$ cat src/sorted_table_bound_search_top_defines.svh
// Assertion macros shared by the bound search RTL.
// Included by modules that carry concurrent assertions; no other dependencies.
`ifndef SORTED_TABLE_BOUND_SEARCH_TOP_DEFINES_SVH
`define SORTED_TABLE_BOUND_SEARCH_TOP_DEFINES_SVH

// Same-cycle implication, disabled while reset is asserted.
`define STBS_ASSERT_IMP(label, clk, rst_n, ante, cons, msg) \
  label: assert property (@(posedge clk) disable iff (!rst_n) (ante) |-> (cons)) \
    else $error(msg);

// Next-cycle implication, disabled while reset is asserted.
`define STBS_ASSERT_NXT(label, clk, rst_n, ante, cons, msg) \
  label: assert property (@(posedge clk) disable iff (!rst_n) (ante) |=> (cons)) \
    else $error(msg);

`endif

$ cat src/stbs_pkg.sv
// Package for the sorted table bound search: field widths, defaults, command
// codes, sequencer states and the structs passed between modules. No dependencies.
package stbs_pkg;

  localparam int unsigned DEF_TABLE_DEPTH = 1024;
  localparam int unsigned DEF_VALUE_WIDTH = 32;

  localparam int unsigned CMD_W   = 2;
  localparam int unsigned INDEX_W = 10;
  localparam int unsigned FIELD_W = 32;

  typedef enum logic [CMD_W-1:0] {
    CMD_WRITE = 2'd0,
    CMD_LOWER = 2'd1,
    CMD_UPPER = 2'd2
  } stbs_cmd_t;

  typedef enum logic [3:0] {
    S_IDLE = 4'b0001,
    S_ADDR = 4'b0010,
    S_CMP  = 4'b0100,
    S_FIN  = 4'b1000
  } stbs_state_t;

  typedef struct packed {
    logic go;
    logic upper;
  } stbs_query_t;

  typedef struct packed {
    logic busy;
    logic done;
    logic met;
  } stbs_status_t;

endpackage

$ cat src/stbs_ctrl.sv
// Search sequencer: holds the lo/hi window and drives one shared comparator
// against the table read port to halve it step by step. Uses stbs_pkg.
`include "sorted_table_bound_search_top_defines.svh"

module stbs_ctrl
  import stbs_pkg::*;
#(
  parameter int unsigned TABLE_DEPTH = DEF_TABLE_DEPTH,
  parameter int unsigned VALUE_WIDTH = DEF_VALUE_WIDTH,
  localparam int unsigned AW = $clog2(TABLE_DEPTH)
) (
  input  logic                   clk,
  input  logic                   rst_n,
  input  stbs_query_t            query,
  input  logic [VALUE_WIDTH-1:0] key,
  input  logic [AW-1:0]          hi_init,
  output logic [AW-1:0]          rd_addr,
  input  logic [VALUE_WIDTH-1:0] rd_data,
  output stbs_status_t           status,
  output logic [AW-1:0]          res_index,
  output logic [VALUE_WIDTH-1:0] res_value
);

  stbs_state_t            state_r, state_nxt;
  logic [AW-1:0]          lo_r, lo_nxt;
  logic [AW-1:0]          hi_r, hi_nxt;
  logic [VALUE_WIDTH-1:0] key_r, key_nxt;
  logic                   upper_r, upper_nxt;
  logic                   done_r, done_nxt;
  logic                   met_r, met_nxt;
  logic [AW-1:0]          idx_r, idx_nxt;
  logic [VALUE_WIDTH-1:0] val_r, val_nxt;

  logic [AW:0]   sum;
  logic [AW-1:0] mid;
  logic          meets;

  assign sum   = {1'b0, lo_r} + {1'b0, hi_r};
  assign mid   = sum[AW:1];
  assign meets = upper_r ? (rd_data > key_r) : (rd_data >= key_r);

  always_comb begin
    state_nxt = state_r;
    lo_nxt    = lo_r;
    hi_nxt    = hi_r;
    key_nxt   = key_r;
    upper_nxt = upper_r;
    done_nxt  = 1'b0;
    met_nxt   = met_r;
    idx_nxt   = idx_r;
    val_nxt   = val_r;
    rd_addr   = lo_r;
    case (state_r)
      S_IDLE: begin
        if (query.go) begin
          lo_nxt    = '0;
          hi_nxt    = hi_init;
          key_nxt   = key;
          upper_nxt = query.upper;
          state_nxt = S_ADDR;
        end
      end
      S_ADDR: begin
        if (lo_r < hi_r) begin
          rd_addr   = mid;
          state_nxt = S_CMP;
        end else begin
          rd_addr   = lo_r;
          state_nxt = S_FIN;
        end
      end
      S_CMP: begin
        if (meets) begin
          hi_nxt = mid;
        end else begin
          lo_nxt = mid + AW'(1);
        end
        state_nxt = S_ADDR;
      end
      S_FIN: begin
        done_nxt  = 1'b1;
        met_nxt   = meets;
        idx_nxt   = lo_r;
        val_nxt   = rd_data;
        state_nxt = S_IDLE;
      end
      default: begin
        state_nxt = S_IDLE;
      end
    endcase
  end

  always_ff @(posedge clk) begin
    if (!rst_n) begin
      state_r <= S_IDLE;
      done_r  <= 1'b0;
    end else begin
      state_r <= state_nxt;
      done_r  <= done_nxt;
    end
  end

  always_ff @(posedge clk) begin
    lo_r    <= lo_nxt;
    hi_r    <= hi_nxt;
    key_r   <= key_nxt;
    upper_r <= upper_nxt;
    met_r   <= met_nxt;
    idx_r   <= idx_nxt;
    val_r   <= val_nxt;
  end

  assign status.busy = (state_r != S_IDLE);
  assign status.done = done_r;
  assign status.met  = met_r;
  assign res_index   = idx_r;
  assign res_value   = val_r;

  `STBS_ASSERT_IMP(a_window_ordered, clk, rst_n, state_r != S_IDLE, lo_r <= hi_r, "search window inverted")
  `STBS_ASSERT_NXT(a_window_shrinks, clk, rst_n, state_r == S_CMP, (hi_r - lo_r) < ($past(hi_r) - $past(lo_r)), "halving step did not narrow the window")
  `STBS_ASSERT_IMP(a_done_after_fin, clk, rst_n, done_r, $past(state_r) == S_FIN, "result strobe without a final compare")
  `STBS_ASSERT_NXT(a_query_starts, clk, rst_n, state_r == S_IDLE && query.go, state_r == S_ADDR && lo_r == '0, "query not launched")

endmodule

$ cat config.mk
export PLATFORM = sky130hd
export DESIGN_NAME = stbs_ctrl
export DESIGN_NICKNAME = d
export VERILOG_FILES = /design/src/stbs_pkg.sv /design/src/stbs_ctrl.sv
export VERILOG_INCLUDE_DIRS = /design/src /design/src/src
export SDC_FILE = /design/constraint.sdc
export NUM_CORES = 1
export LEC_CHECK = 0
export BUFFER_PORTS_ARGS = -buffer_cell sky130_fd_sc_hd__buf_2
export CAP_MARGIN = 20
export CORE_ASPECT_RATIO = 0.7
export CORE_MARGIN = 1
export CORE_UTILIZATION = 40
export CTS_BUF_LIST = sky130_fd_sc_hd__clkbuf_2 sky130_fd_sc_hd__clkbuf_4 sky130_fd_sc_hd__clkbuf_8
export CTS_CLUSTER_DIAMETER = 50
export CTS_CLUSTER_SIZE = 30
export DETAILED_ROUTE_END_ITERATION = 10
export PLACE_DENSITY = 0.75
export SLEW_MARGIN = 20
export SYNTH_ARGS = -nofsm -noshare
export SYNTH_HDL_FRONTEND = slang
export SYNTH_SLANG_ARGS = --single-unit
$ cat constraint.sdc
create_clock -name clk -period 18 [get_ports clk]
set_input_delay 0 -clock clk [delete_from_list [all_inputs] [get_ports clk]]
set_output_delay 0 -clock clk [all_outputs]
set_load 0.005 [all_outputs]
-- Word level (Yosys, flattened, before mapping)
Cells that the tools add are included.
- multiplexer cells: 13
- shifts and indexed selects: 0
- add/sub/neg operators: 2
- reduce and logical (&&, ||, !) cells: 4
- $mul: 0
- div/mod/pow operators: 0
- order comparisons: 3
- equal/unequal tests: 8
- bitwise gates (word level): 0
- operator list (operator ; count):
    $mux W10 ; 6
    $pmux W10 S2 ; 2
    $ge A32 B32 Y1 ; 1
    $gt A32 B32 Y1 ; 1
    $pmux W4 S3 ; 1
    $add A10 B10 Y11 ; 1
    $add A10 B1 Y10 const B ; 1
    $lt A10 B10 Y1 ; 1
    $mux W4 ; 2
    $ne A2 B2 Y1 const B ; 3
    $reduce_and A3 Y1 ; 2
    $eq A4 B1 Y1 const B ; 1
    $eq A4 B2 Y1 const B ; 1
    $eq A4 B3 Y1 const B ; 1
    $eq A4 B4 Y1 const B ; 1
    $ne A4 B1 Y1 const B ; 1
    $mux W1 ; 2
    $reduce_and A2 Y1 ; 1
    $reduce_bool A2 Y1 ; 1
- memories kept: 0
- input bits: 78
- memory bits (writable): 0
- flip-flop bits (word level): 101
- ROM bits: 0
- bits in latches: 0
- output and inout bits: 55

-- Depth between registers and ports, before layout
- word-level depth: 4
- mapped depth: 10

-- Worst setup path after synthesis
Ideal clock, no wire load.
- path kind: flip-flop to flip-flop
- start point: register state_r[1]
- end point: register met_r (enable)
- path slack: 12.374 ns
- cell stages (with the launch flop): 3
- data required time: 17.432 ns
- period minus slack after synthesis: 5.626 ns
- buffers on the path: 1
- arrival: 5.058 ns
- path through: dfxtp_1 > clkbuf_1 > nor4b_1
- word-level cells in the longest chain between the ends: 1
- ends and longest elaborated chain (element ; line ; text):
    start: declaration ; stbs_ctrl.sv:24 ; stbs_state_t state_r, state_nxt;
    start signal: assignment ; stbs_ctrl.sv:98 ; state_r <= state_nxt;
    $eq A4 B4 Y1 ; stbs_ctrl.sv:53 ; case (state_r)
    end signal: assignment ; stbs_ctrl.sv:108 ; met_r <= met_nxt;
    end: declaration ; stbs_ctrl.sv:30 ; logic met_r, met_nxt;
Every way passes these cells.
A chain may end at the register's enable or synchronous reset.

-- Worst setup path after layout
- start point: register lo_r[1]
- end point: output port rd_addr[3]
- word-level cells in the longest chain between the ends: 3
- elaborated cells between the ends (all ways): 4
- ends and longest elaborated chain (element ; line ; text):
    start: declaration ; stbs_ctrl.sv:25 ; logic [AW-1:0] lo_r, lo_nxt;
    start signal: assignment ; stbs_ctrl.sv:104 ; lo_r <= lo_nxt;
    $add A10 B10 Y11 / $lt A10 B10 Y1 (equally long branches) ; stbs_ctrl.sv:38, stbs_ctrl.sv:64 ;
    $mux W10 (*) ; stbs_ctrl.sv:64 ; if (lo_r < hi_r) begin
    $mux W10 (*) ; stbs_ctrl.sv:53 ;
    end: declaration ; stbs_ctrl.sv:17 ; output logic [AW-1:0] rd_addr,
Mark *: on every way between the ends. The rest lies on a longest branch, timed or not.

==> summary.txt <==
Floorplan
  • Starting density of the core: about two fifths
  • Die Y: just under 100 um
  • Die area: roughly 13000 sq um
  • Die span in x: 137 um
  • Site Rows: 34
  • Core area: 12400 sq um
  • Io pins: between 100 and 150

Detailed routing
  • First drt pass iteration count: 4
  • DR WL/cell: 16.9 um
  • DR vias: 3930
  • DRC Markers: 0
  • Vias per cell: between 4 and 5
  • Drt total wl: 13.3 mm
  • DR iter-0 viols: roughly 280
  • Antenna Nets Post-Route: 0

Clock tree
  • CTS tree: yes
  • Clk Latency, worst-skew pair: ~370 ps
  • CTS root buf: clkbuf_8
  • Clk sink count: between 100 and 150
  • CTS resizes: 0
  • Clock transition at path regs: about 100 ps
  • CTS Buf Count: 9
  • Maximum root-to-sink buffer count: 2
  • H-Tree Depth: 3

Synthesis
  • Warnings, synthesis: 0
  • Asr flop ratio synth: 0%
  • Post-synth EDFFs: 96
  • Synth Area per Inst: about 13 sq um
  • Main synth FF type: edfxtp_1
  • Distinct cells, synth: 50
  • Synthesized flop and latch total: roughly 100
  • Syn Nets: roughly 530
  • Sequential element share of the synthesized area: between 50% and 60%
  • Netlist Area Pre-Place: 5100 sq um
  • Mapped Cells: between 400 and 500

STA
  • Final hold vios: 0
  • Setup TNS: 0 ps
  • Pin slew with the least headroom to its limit: about 730 ps
  • RSZ-0062 raised after global routing: false
  • Slew Limit Fails: 0
  • Crit share post-route: about a fifth
  • Final setup fails: 0
  • Tmin final: about 3400 ps
  • Clk_skew: 12.2 ps
  • Slew headroom: approximately half
  • Fmax: between 200 and 300 MHz

Global route
  • Global-route wire length before repair: ~20 mm
  • Initial antenna violation count: 0
  • Vias in the first global route: around 4000
  • Largest net degree at the start of global routing: 36
  • Gr ovfl total: 0
  • GRT Total Usage: 20.7%

Critical path
  • Critical Path Source Type: register
  • Critical path type: register to primary output
  • CP Capture Type: primary output
  • WP data required: roughly 18000 ps
  • Crit path DAT: 3360 ps
  • Crit-path max FO: 10

Placed design
  • Detailed-placement wirelength estimate: around 8.9 mm
  • GPL Wtd Cong: between 0.9 and 1
  • Port Buf Inserts: around 130

Cells and area
  • Nets@finish: 750
  • Area delta synth->final: 37.0%
  • Sequential Area: 2980 sq um
  • Share of layout cells above drive strength 1: a little over a quarter
  • Layout fillers: around 1000
  • Area occupied by multi-input gates: approximately 1900 sq um
  • Diode count: 0

Pwr
  • Peak supply drop: ~0.05 mV
  • Pwr Total: 554 uW
  • Power per cell area: a little under 80 nW/um^2
  • Leak Pwr: between 3 and 4 nW

Status
  • Outcome: finished, final reports clean

Run
  • Number of max-cap violations: 0

Hold path
  • Hold WC Path Type: input pin to register
==> power by group <==
part	leakage [nW]	switching [mW]	internal [mW]
registers	0.935	0.00528	0.269
logic	2.05	0.0561	0.0487
clock network	0.122	0.0821	0.0932
total	3.11	0.143	0.411
==> final cells by class <==
class | count | area share [%]
Sequential cell | 101 | 42.7
Timing Repair Buffer | 213 | 20.9
Tap cell | 162 | 2.90
Clock inverter | 7 | 1.72
Inverter | 52 | 2.80
Clock buffer | 9 | 1.77
Multi-Input combinational cell | 243 | 27.2
==> layout by cell type, fill, tap and decap left out, drive strengths merged, types with 3 or more instances in the layout <==
| cell type | instances |
|---|---|
| a31oi | 3 |
| nor3 | 8 |
| nand4 | 8 |
| nand2b | 4 |
| and2 | 4 |
| o31ai | 3 |
| o21ai | 10 |
| nor2 | 20 |
| clkbuf | 9 |
| xnor2 | 11 |
| mux2i | 5 |
| a21o | 13 |
| or3 | 4 |
| dfxtp | 5 |
| o21bai | 3 |
| a21oi | 18 |
| mux2 | 7 |
| o21a | 3 |
| buf | 136 |
| a211oi | 3 |
| nand2 | 26 |
| dlygate4sd3 | 77 |
| inv | 54 |
| nand3 | 6 |
| bufinv | 3 |
| ha | 51 |
| o211ai | 4 |
| nor2b | 8 |
| edfxtp | 96 |
==> cells in the mapped netlist (all sizes together) (2+ instances only) <==
cell type	instances	area (sq um)
a211oi	3	22.5
a21o	13	97.6
a21oi	18	90.1
a31oi	3	18.8
and2	4	25.0
buf	3	20.0
clkbuf	5	18.8
dfxtp	5	100
edfxtp	96	2880
ha	51	638
inv	52	195
mux2	7	78.8
mux2i	5	50.1
nand2	26	97.6
nand2b	4	25.0
nand3	6	30.0
nand4	8	50.1
nor2	20	75.1
nor2b	8	50.1
nor3	8	51.3
nor4	2	12.5
o211ai	4	30.0
o21a	3	22.5
o21ai	10	50.1
o21bai	3	22.5
o31ai	3	22.5
or3	4	25.0
or4	2	15.0
xnor2	11	96.3
==> worst max-delay path: stages (launching register included) <==
cell	delay [ps]
edfxtp_1	500
ha_1	360
a21o_1	180
a21oi_1	170
o21ai_0	170
a221o_1	420
or3_1	640
mux2_1	430
buf_2	130
==> flip-flops by register name, summed over array words and instances, names as in the netlist <==
name,count
done_r,1
res_index,10
met_r,1
state_r,4
lo_r,10
hi_r,10
res_value,32
key_r,32
upper_r,1
==> per-stage QoR <==
step | area, sq um | setup slack, ps | instances | util (%) | hold slack (ps)
after detailed placement | 5970 | 15030 | 694 | 48.0 | 178
after global placement | 5960 | 14910 | 694 | 48.0 | 176
after CTS | 6980 | 14670 | 787 | 56.2 | 313
after global routing | 6980 | 14570 | 787 | 56.2 | 304
final | 6980 | 14640 | 787 | 56.2 | 326
after floorplan | 5100 | 12370 | 404 | - | 98.9
==> what timing repair did <==
| item | 4_1_cts | 5_1_grt |
|---|---|---|
| setup buffers | 0 | 0 |
| hold endpoints to repair | 78 | 0 |
| hold buffers | 77 | 0 |
==> worst paths after layout <==
kind              slack, ps  depth (start not counted)    start      endpoint
setup / recovery      14640                          8  lo_r[1]    rd_addr[3]
hold / removal          330                          2   key[5]      key_r[5]
setup reg to reg      14920                          9  lo_r[0]       lo_r[9]
hold reg to reg         530                          0  lo_r[2]  res_index[2]
==> kinds of logic (layout without fill, tap and decap cells) <==
kind of cell / Yosys count / after routing / synth area share (%)
compound gates: 68 / 68 / 9.06
xor+xnor: 12 / 12 / 2.06
fa+ha+maj: 52 / 52 / 12.9
buf+inv: 60 / 281 / 4.59
flops: 101 / 101 / 58.5
mux: 12 / 12 / 2.53
simple gates: 99 / 99 / 10.3
==> metal layers <==
| metal | GRT usage, % | wire length (um) | up-vias |
|---|---|---|---|
| met4 | 6.04 | 256 | 0 |
| met2 | 36.1 | 6650 | 140 |
| met3 | 6.10 | 908 | 23 |
| met1 | 25.1 | 5480 | 1867 |
| li1 | - | - | 1900 |
| met5 | 0 | 0 | - |
Power figures use the tool's default switching activity.
